### src/design/hscf_pkg.sv
`timescale 1ns / 1ps
`default_nettype none
package hscf_pkg;

   localparam int POS_W    = 22;
   localparam int DV_W     = 23;
   localparam int RAD_W    = 20;
   localparam int K_W      = 18;
   localparam int LIM_W    = 18;
   localparam int FORCE_W  = 19;
   localparam int SQ_W     = 46;
   localparam int ROOT_W   = 23;
   localparam int SREM_W   = 26;
   localparam int BASE_W   = 22;
   localparam int E_W      = 25;
   localparam int KE_W     = 43;
   localparam int MSEL_W   = 28;
   localparam int NUM_W    = 51;
   localparam int DEN_W    = 33;
   localparam int DREM_W   = 34;
   localparam int CSR_IDX_W  = 3;
   localparam int CSR_DATA_W = 22;
   localparam int CNT_W    = 6;

   localparam int SQRT_STEPS = 23;
   localparam int DIV_STEPS  = 51;
   localparam int MN_PER_UN  = 1000;

   localparam logic [CSR_IDX_W-1:0] REG_BIAS_X        = 3'd0;
   localparam logic [CSR_IDX_W-1:0] REG_BIAS_Y        = 3'd1;
   localparam logic [CSR_IDX_W-1:0] REG_BIAS_Z        = 3'd2;
   localparam logic [CSR_IDX_W-1:0] REG_SPHERE_RADIUS = 3'd3;
   localparam logic [CSR_IDX_W-1:0] REG_CURSOR_RADIUS = 3'd4;
   localparam logic [CSR_IDX_W-1:0] REG_STIFFNESS     = 3'd5;
   localparam logic [CSR_IDX_W-1:0] REG_FORCE_LIMIT   = 3'd6;

   typedef struct packed {
      logic load_in;
      logic square;
      logic sum;
      logic sqrt_step;
      logic eval;
      logic ke;
      logic cmp;
      logic num;
      logic div_step;
      logic out_load;
   } cmd_type;

   typedef struct packed {
      logic zero_force;
   } status_type;

endpackage
`default_nettype wire

### src/design/hscf_ctrl.sv
`timescale 1ns / 1ps
`default_nettype none
module hscf_ctrl (
   input  wire logic                clock,
   input  wire logic                reset,
   input  wire logic                req_valid,
   output logic                     req_stall,
   output logic                     rsp_valid,
   input  wire logic                rsp_stall,
   output hscf_pkg::cmd_type        cmd,
   input  wire hscf_pkg::status_type status
);
   import hscf_pkg::*;

   typedef enum logic [3:0] {
      S_IDLE, S_SQR, S_SUM, S_SQRT, S_EVAL, S_MULK, S_CMP, S_NUM, S_DIV, S_OUT
   } state_type;

   state_type         state_ff, state_in;
   logic [CNT_W-1:0]  cnt_ff, cnt_in;
   logic              rsp_valid_ff, rsp_valid_in;

   assign req_stall = (state_ff != S_IDLE);
   assign rsp_valid = rsp_valid_ff;

   always_comb begin
      cmd          = '0;
      state_in     = state_ff;
      cnt_in       = cnt_ff;
      rsp_valid_in = rsp_valid_ff && rsp_stall;
      unique case (state_ff)
         S_IDLE: begin
            if (req_valid) begin
               cmd.load_in = 1'b1;
               state_in    = S_SQR;
            end
         end
         S_SQR: begin
            cmd.square = 1'b1;
            state_in   = S_SUM;
         end
         S_SUM: begin
            cmd.sum  = 1'b1;
            cnt_in   = '0;
            state_in = S_SQRT;
         end
         S_SQRT: begin
            cmd.sqrt_step = 1'b1;
            cnt_in        = cnt_ff + 1'b1;
            if (cnt_ff == CNT_W'(SQRT_STEPS - 1)) state_in = S_EVAL;
         end
         S_EVAL: begin
            cmd.eval = 1'b1;
            state_in = S_MULK;
         end
         S_MULK: begin
            cmd.ke   = 1'b1;
            state_in = S_CMP;
         end
         S_CMP: begin
            cmd.cmp  = 1'b1;
            state_in = S_NUM;
         end
         S_NUM: begin
            cmd.num  = 1'b1;
            cnt_in   = '0;
            state_in = status.zero_force ? S_OUT : S_DIV;
         end
         S_DIV: begin
            cmd.div_step = 1'b1;
            cnt_in       = cnt_ff + 1'b1;
            if (cnt_ff == CNT_W'(DIV_STEPS - 1)) state_in = S_OUT;
         end
         S_OUT: begin
            if (!rsp_valid_ff || !rsp_stall) begin
               cmd.out_load = 1'b1;
               rsp_valid_in = 1'b1;
               state_in     = S_IDLE;
            end
         end
         default: state_in = S_IDLE;
      endcase
   end

   always_ff @(posedge clock) begin
      if (reset) begin
         state_ff     <= S_IDLE;
         cnt_ff       <= '0;
         rsp_valid_ff <= 1'b0;
      end else begin
         state_ff     <= state_in;
         cnt_ff       <= cnt_in;
         rsp_valid_ff <= rsp_valid_in;
      end
   end

endmodule
`default_nettype wire

### config.mk
export PLATFORM = sky130hd
export DESIGN_NAME = hscf_ctrl
export DESIGN_NICKNAME = d
export VERILOG_FILES = /design/src/design/hscf_pkg.sv /design/src/design/hscf_ctrl.sv
export SDC_FILE = /design/constraint.sdc
export NUM_CORES = 1
export LEC_CHECK = 0
export BUFFER_PORTS_ARGS = -buffer_cell sky130_fd_sc_hd__buf_2
export CORE_MARGIN = 2
export CORE_UTILIZATION = 46
export DETAILED_ROUTE_END_ITERATION = 16
export PLACE_DENSITY = 0.78
export SYNTH_ARGS = -nofsm -noshare
export SYNTH_HDL_FRONTEND = slang
export SYNTH_SLANG_ARGS = --single-unit
export TNS_END_PERCENT = 100
### constraint.sdc
create_clock -name clock -period 1.69 [get_ports clock]
set_input_delay 0.169 -clock clock [delete_from_list [all_inputs] [get_ports clock]]
set_output_delay 0.169 -clock clock [all_outputs]
set_load 0.1 [all_outputs]
=== Yosys cells after proc, flatten, opt, wreduce, memory -nomap -nowiden ===
Index checks and enable logic that the tools add are counted.

* Add/subtract/negate cells: 1
* Equal/unequal tests: 15
* Multiplexer cells: 21
* Reductions and logical operators: 10

{| class="wikitable"
|+ Operators with widths
! operator !! count
|-
| 4-bit case mux with 10 select lines || 1
|-
| 4-bit by 3-bit equality test with 1-bit output (second input constant) || 4
|-
| 4-bit 2-to-1 mux || 4
|-
| 1-bit 2-to-1 mux || 15
|-
| 6-bit case mux with 2 select lines || 1
|-
| 4-bit by 2-bit equality test with 1-bit output (second input constant) || 2
|-
| 4-bit equality test (second input constant) || 2
|-
| 2-bit inequality test (second input constant) || 4
|-
| 6-bit by 1-bit adder with 6-bit output (second input constant) || 1
|-
| 6-bit by 5-bit equality test with 1-bit output (second input constant) || 1
|-
| 6-bit equality test (second input constant) || 1
|-
| 4-bit by 1-bit equality test with 1-bit output (second input constant) || 1
|-
| 4-bit logical NOT || 1
|-
| 4-bit AND reduction || 1
|-
| 4-bit nonzero test || 1
|-
| 2-bit OR reduction || 2
|-
| 1-bit logical NOT || 2
|-
| 2-bit nonzero test || 1
|-
| 1-bit logical AND || 1
|-
| 1-bit logical OR || 1
|}

* Flip-flop bits (word level): 11
* Output and inout port bits: 12

=== Depth between registers and ports, before layout ===
* Depth in word-level cells: 4
* Depth in mapped cells: 5

=== Least setup slack after synthesis ===
Ideal clock, no wire load.

* Kind: flip-flop to output port
* Start point: register state_ff[0]
* End point: output port cmd[8] (netlist name)
* Data arrival time: 3616 ps
* Required time: 1521 ps
* Slack: -2095 ps
* Cell stages (with the launch flop): 4
* Buffers on the path: 1
* Cells stage by stage: dfxtp_1 > clkbuf_1 > inv_2 > nor4_1

{| class="wikitable"
|+ RTL lines
! item !! RTL line !! text
|-
| from (decl) || hscf_ctrl.sv:19 || <nowiki>state_type state_ff, state_in;</nowiki>
|-
| from (signal assigned) || hscf_ctrl.sv:91 || <nowiki>state_ff <= state_in;</nowiki>
|-
| to (decl) || hscf_ctrl.sv:10 || <nowiki>output hscf_pkg::cmd_type cmd,</nowiki>
|}

==> key figures <==
Synth
  • Async set-reset flop share out of synthesis: 0%
  • Top FF cell, synth: dfxtp_1
  • Syn_area_per_cell: 7.63 µm²
  • Gate Count Post-Synth: 93
  • Post-synthesis register bit count: 11
  • Yosys warnings: 0
  • Post-synthesis cell type count: 36
  • Post-synth EDFFs: 0
  • Synth Net Count: 100
  • Mapped cell area: 709 µm²
  • Seq/Total Area, Yosys: 31.0%

Power
  • Flop pwr share: 17.5%
  • Sw Share: 50.0%
  • LEAKAGE: 0.496 nW
  • Final Power: 1.95 mW
  • Worst vdd ir: 1.09 mV
  • Int Power: 0.974 mW
  • Power per cell area: 1520 nW/µm²
  • Switching pwr: 0.975 mW
  • Combinational share of power: 73.0%
  • Clock network power share: 9.5%

Status
  • Failing checks: setup timing
  • Outcome: complete, but fails checks

Hold path
  • HP Class: input pin to flip-flop
  • Hold Crit Depth: 2
  • Hold Path End: rsp_valid
  • Min-delay src: reset

Cells and area
  • Post-Layout Cell Count: 140
  • Share of layout cells above drive strength 1: 49.2%
  • Nets: 132
  • Number of diodes: 0
  • Area growth syn-to-layout: 80.8%
  • Most common cell after layout, fill and taps aside: buf_4
  • Most frequent cells in the layout: buf_4 (12), buf_12 (11), a21oi_1 (9)

Timing
  • Slew Limit Headroom: 68.1%
  • Peak Freq: 544 MHz
  • Setup ws final: -148 ps
  • Final Max Tran Viols: 0
  • Setup tns final: -563 ps
  • Finish-stage setup viols: 8
  • RSZ-0062 raised after global routing: true
  • Tmin final: 1840 ps
  • Tcrit/Tclk final: 109%
  • Clock Skews: 7.31 ps
  • Final Hold Viols: 0
  • Smallest hold slack: 196 ps
  • Worst-margin pin slew: 482 ps

Clock network
  • CTS Buf Count: 3
  • Worst-skew pair later-pin latency: 280 ps
  • H-tree Lvls: 1
  • # hold bufs at CTS: 0
  • Worst-path clk slew: 80 ps
  • CTS Root Cell: clkbuf_4
  • Clock tree sinks: 11
  • Longest Clk Path Bufs: 2
  • TritonCTS clock tree: built

Worst setup path
  • Critical path endpoint category: output port
  • Crit-path cells: or4b_1, buf_4, clkinvlp_4, buf_12
  • CP arrival: 1670 ps
  • CP bufs+invs: 3
  • Crit path kind: flip-flop to output port
  • CP max stage delay: 580 ps
  • Critical path peak fanout: 6
  • Critical path required time: 1520 ps
  • End of the worst register-to-register path: cnt_ff[4]
  • Crit. path cell count: 4
  • Slowest-stage cell, CP: or4b_1
  • Internal reg-to-reg setup slack: -20 ps
  • Startpoint type of the worst setup path: flip-flop
  • CP delay by family, top: simple AND/OR/NAND/NOR gates
  • Reg2reg start: state_ff[2]
  • Register-to-Register Path Depth: 4

Floorplan
  • Core area: 1470 µm²
  • Num rows: 14
  • Die W: 43.3 µm
  • # IOs: 17
  • Die ar.: 1870 µm²
  • Die Y: 43.3 µm
  • Initial Util: 48.2%

GRT
  • Remaining Overflow, GRT: 0
  • Number of global-route vias before repair: 772
  • First-pass GRT wire length: 3460 µm
  • Largest net degree at the start of global routing: 12
  • GRT Total Usage: 25.0%
  • Initial antenna violation count: 0

Detailed routing
  • Vias after detailed routing: 857
  • Wire per inst: 16.1 µm
  • DRT Pass-1 Iters: 4
  • DRT Wirelength: 2260 µm
  • Initial DRC Count: 51
  • Post-route ant nets: 0
  • Post-route DRC: 0
  • Via density per instance: 6.12

Placement
  • PortBufs: 16
  • DP Cell Count: 133
  • DP Worst Slack: 8.65 ps
  • DPL Wire Length: 1560 µm
  • GPL Wtd Cong: 0.876

Job
  • MaxCap Viol Count: 0
## metrics by stage
| stage | utilization, % | cell area (µm²) |
|---|---|---|
| 2_1_floorplan | - | 827 |
| 3_3_place_gp | 77.9 | 1150 |
| 3_5_place_dp | 77.9 | 1150 |
| 4_1_cts | 83.8 | 1230 |
| 5_1_grt | 87.2 | 1280 |
| 6_report | 87.2 | 1280 |
## worst max path at each step
stage	from	end
after global routing	state_ff[2]	cmd[0]
after floorplan	state_ff[0]	cmd[8]
after CTS	state_ff[0]	cmd[0]
after detailed placement	state_ff[3]	state_ff[0]
after global placement	state_ff[2]	state_ff[0]
final	state_ff[2]	cmd[1]
## power groups by stage
stage          sequential (mW)  combinational [mW]  clock (mW)
2_1_floorplan            0.323               0.837           0
3_3_place_gp             0.327                1.20           0
3_5_place_dp             0.332                1.22           0
4_1_cts                  0.336                1.32       0.184
5_1_grt                  0.344                1.48       0.197
6_report                 0.340                1.42       0.185
## synthesized netlist by cell type (all sizes together), types with 3 or more instances
cell	number	area share, %
a21oi	10	7.1
clkbuf	6	3.2
dfxtp	11	31
inv	6	3.2
nand2	6	3.2
nand3b	3	3.2
nor2	6	3.2
nor3	5	3.5
o21ai	6	4.2
## cell families (layout without fill, tap and decap cells)
family	Yosys count	in the layout	synth area share, %
simple gates	39	39	32.4
compound gates	26	26	23.1
buf+inv	13	44	7.05
flops	11	11	31.0
fa+ha+maj	2	2	3.53
xor+xnor	1	1	1.23
mux	1	1	1.59
## flip-flops by register name (all words and copies together), names as in the netlist
name	count
rsp_valid	1
cnt_ff	6
state_ff	4
## metal layers
metal  vias to the layer above  GRT usage (%)  routed length, µm
li1                        404              -                  -
met1                       385           30.0                902
met2                        54           42.7               1090
met3                        14           7.66                179
met4                         0           6.67                 84
met5                         -              0                  0
## repair_timing
item,4_1_cts,5_1_grt
buffers inserted,2,1
resized for setup,12,12
endpoints found under the hold margin,0,0
setup endpoints to repair,11,14
gates cloned,0,0
pin swaps,3,2
## final cells by class
type	count	area, µm²
multi-input combinational	69	569
timing repair buffer	34	403
sequential	11	234
fill	76	189
inverter	6	28.8
clock buffer	3	22.5
tap	16	20.0
clock inverter	1	5.00
Power figures use the tool's default switching activity.
